$ cat config.mk
export PLATFORM = sky130hd
export DESIGN_NAME = imh_ctrl
export DESIGN_NICKNAME = d
export VERILOG_FILES = /design/src/hw/rtl/imh_pkg.sv /design/src/hw/rtl/imh_ctrl.sv
export SDC_FILE = /design/constraint.sdc
export NUM_CORES = 1
export LEC_CHECK = 0
export BUFFER_PORTS_ARGS = -buffer_cell sky130_fd_sc_hd__buf_2
export CORE_MARGIN = 2
export CORE_UTILIZATION = 56
export DETAILED_ROUTE_END_ITERATION = 6
export MAX_ROUTING_LAYER = met4
export PLACE_DENSITY = 0.88
export SYNTH_ARGS = -nofsm -noshare
export SYNTH_HDL_FRONTEND = slang
export SYNTH_SLANG_ARGS = --single-unit
$ cat constraint.sdc
create_clock -name clock -period 4.35 [get_ports clock]
set_input_delay 0.6525 -clock clock [delete_from_list [all_inputs] [get_ports clock]]
set_output_delay 0.6525 -clock clock [all_outputs]
set_load 0.03 [all_outputs]
$ cat src/hw/rtl/imh_pkg.sv
package imh_pkg;

   localparam int CAPACITY_DEF = 1024;
   localparam int KEY_BITS_DEF = 32;

   typedef enum logic [2:0] {
      KIND_INSERT   = 3'd0,
      KIND_EXTRACT  = 3'd1,
      KIND_DECREASE = 3'd2,
      KIND_LOAD     = 3'd3,
      KIND_BUILD    = 3'd4
   } kind_type;

   typedef enum logic [1:0] {
      ST_OK     = 2'd0,
      ST_RANGE  = 2'd1,
      ST_ABSENT = 2'd2
   } status_type;

   typedef enum logic [3:0] {
      SA_ONE, SA_CNT, SA_NEW, SA_PAR, SA_L, SA_R, SA_S, SA_M, SA_BI, SA_P
   } slot_sel_type;

   typedef enum logic [1:0] {WD_REQ, WD_CAND, WD_ELEM} wd_sel_type;
   typedef enum logic [1:0] {IA_EID, IA_CID, IA_REQ, IA_NEW} ia_sel_type;
   typedef enum logic [1:0] {IW_RD, IW_TA, IW_NEW} iw_sel_type;
   typedef enum logic [2:0] {SS_HOLD, SS_NEW, SS_ONE, SS_M, SS_P, SS_BI} s_sel_type;
   typedef enum logic [2:0] {MS_HOLD, MS_SELF, MS_PAR, MS_L, MS_R, MS_CNT} m_sel_type;
   typedef enum logic [1:0] {CS_HOLD, CS_ELEM, CS_RD} c_sel_type;
   typedef enum logic [2:0] {ES_HOLD, ES_RD, ES_CAND, ES_REQ, ES_NEW} e_sel_type;
   typedef enum logic [1:0] {CNT_HOLD, CNT_INC, CNT_DEC} cnt_op_type;
   typedef enum logic [1:0] {BI_HOLD, BI_LOAD, BI_DEC} bi_op_type;

   typedef struct packed {
      logic         latch_req;
      slot_sel_type slot_sel;
      logic         key_we;
      logic         id_we;
      wd_sel_type   wd_sel;
      ia_sel_type   ia_sel;
      logic         is_we;
      iw_sel_type   iw_sel;
      logic         ld_ta;
      s_sel_type    s_sel;
      m_sel_type    m_sel;
      c_sel_type    c_sel;
      e_sel_type    e_sel;
      cnt_op_type   cnt_op;
      bi_op_type    bi_op;
      logic         set_status;
      status_type   status_val;
      logic         set_handle;
      logic         ld_rsp;
   } cmd_type;

   typedef struct packed {
      kind_type kind;
      logic     cnt_zero;
      logic     cnt_full;
      logic     s_is_one;
      logic     l_ok;
      logic     r_ok;
      logic     rd_gt_e;
      logic     rd_lt_c;
      logic     m_eq_s;
      logic     id_bad;
      logic     p_bad;
      logic     sid_ne;
      logic     key_gt;
      logic     bi_zero;
   } stat_type;

endpackage

$ cat src/hw/rtl/imh_ctrl.sv
module imh_ctrl (
   input  logic              clock,
   input  logic              reset,
   input  logic              start,
   output logic              busy,
   output logic              rsp_valid,
   input  imh_pkg::stat_type stat,
   output imh_pkg::cmd_type  cmd
);

   typedef enum logic [24:0] {
      S_IDLE = 25'h0000001,
      S_DEC  = 25'h0000002,
      S_INS  = 25'h0000004,
      S_EX0  = 25'h0000008,
      S_EX1  = 25'h0000010,
      S_EX2  = 25'h0000020,
      S_DK0  = 25'h0000040,
      S_DK1  = 25'h0000080,
      S_DK2  = 25'h0000100,
      S_UP0  = 25'h0000200,
      S_UP1  = 25'h0000400,
      S_DN0  = 25'h0000800,
      S_DN1  = 25'h0001000,
      S_DN2  = 25'h0002000,
      S_DN3  = 25'h0004000,
      S_SW0  = 25'h0008000,
      S_SW1  = 25'h0010000,
      S_SW2  = 25'h0020000,
      S_SW3  = 25'h0040000,
      S_BL0  = 25'h0080000,
      S_BL1  = 25'h0100000,
      S_BL2  = 25'h0200000,
      S_FN0  = 25'h0400000,
      S_FN1  = 25'h0800000,
      S_SPR  = 25'h1000000
   } state_type;

   typedef enum logic [3:0] {
      M_UP   = 4'b0001,
      M_DOWN = 4'b0010,
      M_BLD  = 4'b0100,
      M_EXT  = 4'b1000
   } mode_type;

   state_type state_ff, state_in;
   mode_type  mode_ff, mode_in;
   logic      rsp_valid_ff, rsp_valid_in;

   assign busy      = (state_ff != S_IDLE);
   assign rsp_valid = rsp_valid_ff;

   always_ff @(posedge clock) begin
      if (reset) begin
         state_ff     <= S_IDLE;
         mode_ff      <= M_UP;
         rsp_valid_ff <= 1'b0;
      end else begin
         state_ff     <= state_in;
         mode_ff      <= mode_in;
         rsp_valid_ff <= rsp_valid_in;
      end
   end

   always_comb begin
      cmd          = '0;
      state_in     = state_ff;
      mode_in      = mode_ff;
      rsp_valid_in = 1'b0;
      case (state_ff)
         S_IDLE: begin
            if (start) begin
               cmd.latch_req = 1'b1;
               state_in      = S_DEC;
            end
         end
         S_DEC: begin
            case (stat.kind)
               imh_pkg::KIND_INSERT, imh_pkg::KIND_LOAD: begin
                  if (stat.cnt_full) begin
                     cmd.set_status = 1'b1;
                     cmd.status_val = imh_pkg::ST_RANGE;
                     state_in       = S_FN0;
                  end else begin
                     state_in = S_INS;
                  end
               end
               imh_pkg::KIND_EXTRACT:  state_in = S_EX0;
               imh_pkg::KIND_DECREASE: state_in = S_DK0;
               imh_pkg::KIND_BUILD:    state_in = S_BL0;
               default:                state_in = S_FN0;
            endcase
         end
         S_INS: begin
            cmd.slot_sel   = imh_pkg::SA_NEW;
            cmd.key_we     = 1'b1;
            cmd.id_we      = 1'b1;
            cmd.wd_sel     = imh_pkg::WD_REQ;
            cmd.ia_sel     = imh_pkg::IA_NEW;
            cmd.is_we      = 1'b1;
            cmd.iw_sel     = imh_pkg::IW_NEW;
            cmd.set_handle = 1'b1;
            cmd.s_sel      = imh_pkg::SS_NEW;
            cmd.e_sel      = imh_pkg::ES_NEW;
            cmd.cnt_op     = imh_pkg::CNT_INC;
            if (stat.kind == imh_pkg::KIND_INSERT) begin
               mode_in  = M_UP;
               state_in = S_UP0;
            end else begin
               state_in = S_FN0;
            end
         end
         S_EX0: begin
            if (stat.cnt_zero) begin
               cmd.set_status = 1'b1;
               cmd.status_val = imh_pkg::ST_RANGE;
               state_in       = S_FN0;
            end else begin
               cmd.slot_sel = imh_pkg::SA_ONE;
               cmd.s_sel    = imh_pkg::SS_ONE;
               state_in     = S_EX1;
            end
         end
         S_EX1: begin
            cmd.e_sel    = imh_pkg::ES_RD;
            cmd.slot_sel = imh_pkg::SA_CNT;
            cmd.m_sel    = imh_pkg::MS_CNT;
            state_in     = S_EX2;
         end
         S_EX2: begin
            cmd.c_sel = imh_pkg::CS_RD;
            mode_in   = M_EXT;
            state_in  = S_SW0;
         end
         S_DK0: begin
            if (stat.id_bad) begin
               cmd.set_status = 1'b1;
               cmd.status_val = imh_pkg::ST_ABSENT;
               state_in       = S_FN0;
            end else begin
               cmd.ia_sel = imh_pkg::IA_REQ;
               state_in   = S_DK1;
            end
         end
         S_DK1: begin
            if (stat.p_bad) begin
               cmd.set_status = 1'b1;
               cmd.status_val = imh_pkg::ST_ABSENT;
               state_in       = S_FN0;
            end else begin
               cmd.slot_sel = imh_pkg::SA_P;
               cmd.s_sel    = imh_pkg::SS_P;
               state_in     = S_DK2;
            end
         end
         S_DK2: begin
            if (stat.sid_ne) begin
               cmd.set_status = 1'b1;
               cmd.status_val = imh_pkg::ST_ABSENT;
               state_in       = S_FN0;
            end else if (stat.key_gt) begin
               state_in = S_FN0;
            end else begin
               cmd.slot_sel = imh_pkg::SA_S;
               cmd.key_we   = 1'b1;
               cmd.wd_sel   = imh_pkg::WD_REQ;
               cmd.e_sel    = imh_pkg::ES_REQ;
               mode_in      = M_UP;
               state_in     = S_UP0;
            end
         end
         S_UP0: begin
            if (stat.s_is_one) begin
               state_in = S_FN0;
            end else begin
               cmd.slot_sel = imh_pkg::SA_PAR;
               state_in     = S_UP1;
            end
         end
         S_UP1: begin
            if (stat.rd_gt_e) begin
               cmd.m_sel = imh_pkg::MS_PAR;
               cmd.c_sel = imh_pkg::CS_RD;
               state_in  = S_SW0;
            end else begin
               state_in = S_FN0;
            end
         end
         S_DN0: begin
            if (!stat.l_ok) begin
               if (mode_ff == M_BLD) begin
                  cmd.bi_op = imh_pkg::BI_DEC;
                  state_in  = S_BL1;
               end else begin
                  state_in = S_FN0;
               end
            end else begin
               cmd.m_sel    = imh_pkg::MS_SELF;
               cmd.c_sel    = imh_pkg::CS_ELEM;
               cmd.slot_sel = imh_pkg::SA_L;
               state_in     = S_DN1;
            end
         end
         S_DN1: begin
            if (stat.rd_lt_c) begin
               cmd.m_sel = imh_pkg::MS_L;
               cmd.c_sel = imh_pkg::CS_RD;
            end
            cmd.slot_sel = imh_pkg::SA_R;
            state_in     = S_DN2;
         end
         S_DN2: begin
            if (stat.r_ok && stat.rd_lt_c) begin
               cmd.m_sel = imh_pkg::MS_R;
               cmd.c_sel = imh_pkg::CS_RD;
            end
            state_in = S_DN3;
         end
         S_DN3: begin
            if (!stat.m_eq_s) begin
               state_in = S_SW0;
            end else if (mode_ff == M_BLD) begin
               cmd.bi_op = imh_pkg::BI_DEC;
               state_in  = S_BL1;
            end else begin
               state_in = S_FN0;
            end
         end
         S_SW0: begin
            cmd.slot_sel = imh_pkg::SA_S;
            cmd.key_we   = 1'b1;
            cmd.id_we    = 1'b1;
            cmd.wd_sel   = imh_pkg::WD_CAND;
            cmd.ia_sel   = imh_pkg::IA_EID;
            state_in     = S_SW1;
         end
         S_SW1: begin
            cmd.slot_sel = imh_pkg::SA_M;
            cmd.key_we   = 1'b1;
            cmd.id_we    = 1'b1;
            cmd.wd_sel   = imh_pkg::WD_ELEM;
            cmd.ia_sel   = imh_pkg::IA_CID;
            cmd.ld_ta    = 1'b1;
            state_in     = S_SW2;
         end
         S_SW2: begin
            cmd.ia_sel = imh_pkg::IA_EID;
            cmd.is_we  = 1'b1;
            cmd.iw_sel = imh_pkg::IW_RD;
            state_in   = S_SW3;
         end
         S_SW3: begin
            cmd.ia_sel = imh_pkg::IA_CID;
            cmd.is_we  = 1'b1;
            cmd.iw_sel = imh_pkg::IW_TA;
            case (mode_ff)
               M_EXT: begin
                  cmd.cnt_op = imh_pkg::CNT_DEC;
                  cmd.e_sel  = imh_pkg::ES_CAND;
                  mode_in    = M_DOWN;
                  state_in   = S_DN0;
               end
               M_UP: begin
                  cmd.s_sel = imh_pkg::SS_M;
                  state_in  = S_UP0;
               end
               default: begin
                  cmd.s_sel = imh_pkg::SS_M;
                  state_in  = S_DN0;
               end
            endcase
         end
         S_BL0: begin
            cmd.bi_op = imh_pkg::BI_LOAD;
            mode_in   = M_BLD;
            state_in  = S_BL1;
         end
         S_BL1: begin
            if (stat.bi_zero) begin
               state_in = S_FN0;
            end else begin
               cmd.slot_sel = imh_pkg::SA_BI;
               cmd.s_sel    = imh_pkg::SS_BI;
               state_in     = S_BL2;
            end
         end
         S_BL2: begin
            cmd.e_sel = imh_pkg::ES_RD;
            state_in  = S_DN0;
         end
         S_FN0: begin
            cmd.slot_sel = imh_pkg::SA_ONE;
            state_in     = S_FN1;
         end
         S_FN1: begin
            cmd.ld_rsp   = 1'b1;
            rsp_valid_in = 1'b1;
            state_in     = S_IDLE;
         end
         default: state_in = S_IDLE;
      endcase
   end

endmodule

## After elaboration in Yosys (flattened, before gate mapping)

Index checks and enable logic that the tools add are counted.

- Multiplexer cells: 67
- Equality and inequality tests: 37
- Bitwise logic cells: 0
- Add/subtract/negate cells: 0
- Multiply operators: 0
- Reduce and logical (&&, ||, !) cells: 8
- Div/mod/pow operators: 0
- Shifts and indexed selects: 0
- $lt $le $gt $ge: 0

Operators by type and width:

| operator | count |
|---|---|
| 25-bit one-hot mux with 23 select lines | 1 |
| 23-bit two-way mux | 11 |
| 23-bit one-hot mux with 4 select lines | 1 |
| 25-bit two-way mux | 3 |
| 3-bit one-hot mux with 5 select lines | 3 |
| 4-bit two-way mux | 11 |
| 4-bit one-hot mux with 10 select lines | 1 |
| 3-bit two-way mux | 10 |
| 25-bit by 1-bit == test with 1-bit output (second input constant) | 1 |
| 25-bit by 10-bit == test with 1-bit output (second input constant) | 1 |
| 25-bit by 11-bit == test with 1-bit output (second input constant) | 1 |
| 25-bit by 12-bit == test with 1-bit output (second input constant) | 1 |
| 25-bit by 13-bit == test with 1-bit output (second input constant) | 1 |
| 25-bit by 14-bit == test with 1-bit output (second input constant) | 1 |
| 25-bit by 15-bit == test with 1-bit output (second input constant) | 1 |
| 25-bit by 16-bit == test with 1-bit output (second input constant) | 1 |
| 25-bit by 17-bit == test with 1-bit output (second input constant) | 1 |
| 25-bit by 18-bit == test with 1-bit output (second input constant) | 1 |
| 25-bit by 19-bit == test with 1-bit output (second input constant) | 1 |
| 25-bit by 2-bit == test with 1-bit output (second input constant) | 1 |
| 25-bit by 20-bit == test with 1-bit output (second input constant) | 1 |
| 25-bit by 21-bit == test with 1-bit output (second input constant) | 1 |
| 25-bit by 22-bit == test with 1-bit output (second input constant) | 1 |
| 25-bit by 23-bit == test with 1-bit output (second input constant) | 1 |
| 34 further kinds | 55 |

- Word-level logic and storage cells: 115
- Memories kept: 0
- Output and inout port bits: 37
- Memory bits (read-only): 0
- Bits in writable memories: 0
- Input port bits: 19
- Bits in latches: 0
- Flip-flop bits (word level): 30

## Depth between registers and ports, before layout

- Depth in word-level cells: 4
- Gate-level depth with buffers: 9
- Mapped depth without buffers: 7

## Worst setup path before layout

OpenSTA, ideal clock, no wires.

- Kind: register to output
- Start: register state_ff[10]
- End: output port cmd[17] in the netlist's numbering
- Stages on the path, launching flop included: 7
- Required time: 3.697 ns
- Data arrival time: 2.760 ns
- Path buffers: 2
- Slack: 0.937 ns
- Cell sequence: dfxtp_1 buf_6 nor4_4 nand2_2 or4b_1 buf_2 o311ai_0

RTL lines:

| element | line | source |
|---|---|---|
| from (decl) | imh_ctrl.sv:46 | `state_type state_ff, state_in;` |
| from (signal assigned) | imh_ctrl.sv:59 | `state_ff <= state_in;` |
| to (decl) | imh_ctrl.sv:8 | `output imh_pkg::cmd_type cmd` |

==> reports/results.txt <==
WL final - 5.92 mm
PwrDens - 254 nW/um2
CP arrival - 2.88 ns
Max Freq - 0.283 GHz
max_cap viols - 0
area of the multi-input gates - 1290 um2
First DRT Iteration DRCs - 199
Clk Latency, worst-skew pair - 0.33 ns
critical path class - reg2out
synth top area cells - dfxtp_1 (29%), nor2_1 (7.7%), nor3_1 (4.0%), nand4_1 (3.4%), nand2_1 (3.4%)
largest family of logic cells by synthesized area - simple AND/OR/NAND/NOR gates
GPL Wtd Cong - 0.940
CP required - 3.70 ns
share of synthesized registers carrying an async set or reset - 0%
Slew @ Worst Pin - 0.823 ns
Period Utilization, post-route - 81.1%
Post-CTS Hold Buffers - 0
prevailing post-synth register cell - dfxtp_1
skew final - 0.00568 ns
Slew headroom - 44.7%
Ant. Diodes - 0
Site Rows - 21
fill count - 319
CTS tree - yes
area growth from synthesis to layout - 17.0%
Clk pin slew, worst setup/hold paths - 0.09 ns
vias per cell - 6.05
RSZ-0062 raised after global routing - false
Critical Path Source Type - register
number of synthesized flops with an enable pin - 0
Initial Util - 59.1%
warnings from Yosys - 0
Yosys top cell area share - 29.0%
mux cell area share after synthesis - 1.50%
IO buf count - 55
total track usage - 30.6%
HP Start - stat[11]
core area - 3390 um2
# clock sinks - 29
Cell variety after synth - 50
clk root buf - clkbuf_4
post-route ant nets - 0
Slew Limit Fails - 0
Final min period - 3.53 ns
Residual DRC - 0
drt first pass iters - 5
outcome - finished, final reports clean
global-route wire length before repair - 9.43 mm
Post-CTS Setup Bufs - 0
Reg area - 581 um2
Synth Area in Compound Gates - 11.9%
CTS-repair resized insts - 0
Num CTS Buffers - 5
Die Width - 63.8 um
Post-Syn Instances - 267
min-delay worst type - in2reg
share of cells above drive strength 1 - 25.2%
Post-DP HPWL - 4.65 mm
Synth Area in Simple Gates - 48.9%
leak pwr - 0.00117 uW
CP Max Fanout - 6
vias in the first global route - 2,013
Post-Syn Area - 2000 um2
post-synth top area cell - dfxtp_1
Setup crit start - state_ff[23]$_SDFFE_PP0P_
Clock Path Buffers - 2
VDD IR-drop max - 0.000201 V
Worst setup EP type - output pin
#FFs+latches synth - 29
gr ovfl total - 0
Die Y - 63.8 um
Reg2Reg Launch Point - state_ff[11]$_SDFFE_PP0P_
largest net degree at the start of global routing - 21
IO Pins - 56
register area share after synthesis - 29.0%
Post-Syn Area per Cell - 7.50 um2
via count - 2,196
Wirelength per Cell - 16.3 um
Final setup viols - 0
total die area - 4070 um2
Final Hold Viols - 0
Post-Synth XOR/XNOR Area - 2.19%
Post-Syn Nets - 286
final setup TNS - 0 ns
Finished Core Util - 69.1%
initial antenna violation count - 0
post-layout net count - 335
Synth Area in Adders - 0%
CTS H-tree lvls - 2
worst max-delay path: stages (launching register included):
cell,delay [ns]
dfxtp_1,0.36
nor3_1,0.50
nand4_1,0.22
nor3_1,0.48
nor4b_1,0.51
nor2b_1,0.26
buf_2,0.23
routing by layer:
| metal | global-route usage (%) | vias up | share of wire, % | wire length, um |
|---|---|---|---|---|
| met1 | 38.3 | 992 | 43 | 2520 |
| li1 | - | 1065 | - | - |
| met4 | 11.1 | 0 | 2.6 | 155 |
| met5 | - | - | 0 | 0 |
| met2 | 49.3 | 126 | 46 | 2720 |
| met3 | 5.46 | 13 | 8.8 | 523 |
report_power, final:
part           internal, uW  switching [uW]  total, uW
sequential              268            7.99        276
clock                   137            94.2        231
combinational          29.5            58.6       88.1
total                   435             161        596
placed cells by master (no fill, tap or decap), drive strengths merged, types with 2 or more instances in the layout:
| master | instances |
|---|---|
| a21oi | 6 |
| o311ai | 2 |
| nand3b | 8 |
| dfxtp | 29 |
| nor3 | 18 |
| o21ai | 5 |
| nand2b | 7 |
| nor4b | 3 |
| nor2b | 7 |
| and3 | 2 |
| xor2 | 4 |
| a31oi | 3 |
| nor3b | 2 |
| a41oi | 3 |
| nand4b | 3 |
| or4 | 2 |
| clkbuf | 7 |
| nand2 | 19 |
| or3 | 7 |
| nor4 | 12 |
| o31ai | 2 |
| or2 | 7 |
| o21bai | 2 |
| or4b | 4 |
| nor2 | 41 |
| a21o | 2 |
| mux2i | 3 |
| and4b | 2 |
| buf | 55 |
| o21a | 2 |
| inv | 14 |
| nand4 | 12 |
| nand3 | 12 |
worst paths after layout:
kind                                     to  slack, ns  cells past startpoint
hold reg to reg     mode_ff[2]$_SDFFE_PP0P_       0.49                      2
hold / removal     state_ff[2]$_SDFFE_PP0P_       0.49                      2
setup reg to reg  state_ff[11]$_SDFFE_PP0P_       1.23                      6
setup / recovery                     cmd[6]       0.82                      6
cells in the mapped netlist (3+ instances only):
cell type,instances
xor2_1,4
nand2_1,18
a21oi_1,6
inv_1,14
nor2_1,41
dfxtp_1,29
nor3_1,16
o21ai_0,5
nand3_1,12
buf_4,3
nor4_1,10
nand2b_1,7
a31oi_1,3
nand3b_1,8
nor4b_1,3
a41oi_1,3
nand4_1,11
clkbuf_1,6
or3_1,7
or2_2,7
mux2i_1,3
or4b_2,3
nor2b_1,7
nand4b_1,3
through the flow:
step	cell area [um2]	setup WS, ns	cells	total power, uW	hold WS [ns]
floorplan	2000	0.937	267	343	0.453
global placement	2260	1.25	355	367	0.464
detailed placement	2260	1.24	355	369	0.479
CTS	2340	0.860	363	597	0.482
global route	2340	0.674	363	621	0.495
finish	2340	0.822	363	596	0.491
state kept, by name (all words and copies together) (netlist names):
register   cells
rsp_valid      1
mode_ff        4
state_ff      24
final cells by class:
cell class | count | area share [%]
tap | 46 | 2.46
timing repair buffer | 55 | 11.8
sequential | 29 | 24.8
clock buffer | 7 | 2.35
clock inverter | 1 | 1.28
multi-input combinational | 211 | 55.1
inverter | 14 | 2.24
logic make-up after synthesis:
kind of cell,count (synthesis)
AOI/OAI and AO/OA,33
DFF,29
buffers and inverters,27
xor gates and xnor gates,5
and+or+nand+nor,170
muxes,3
No activity file was read; power rests on OpenSTA's default activity.
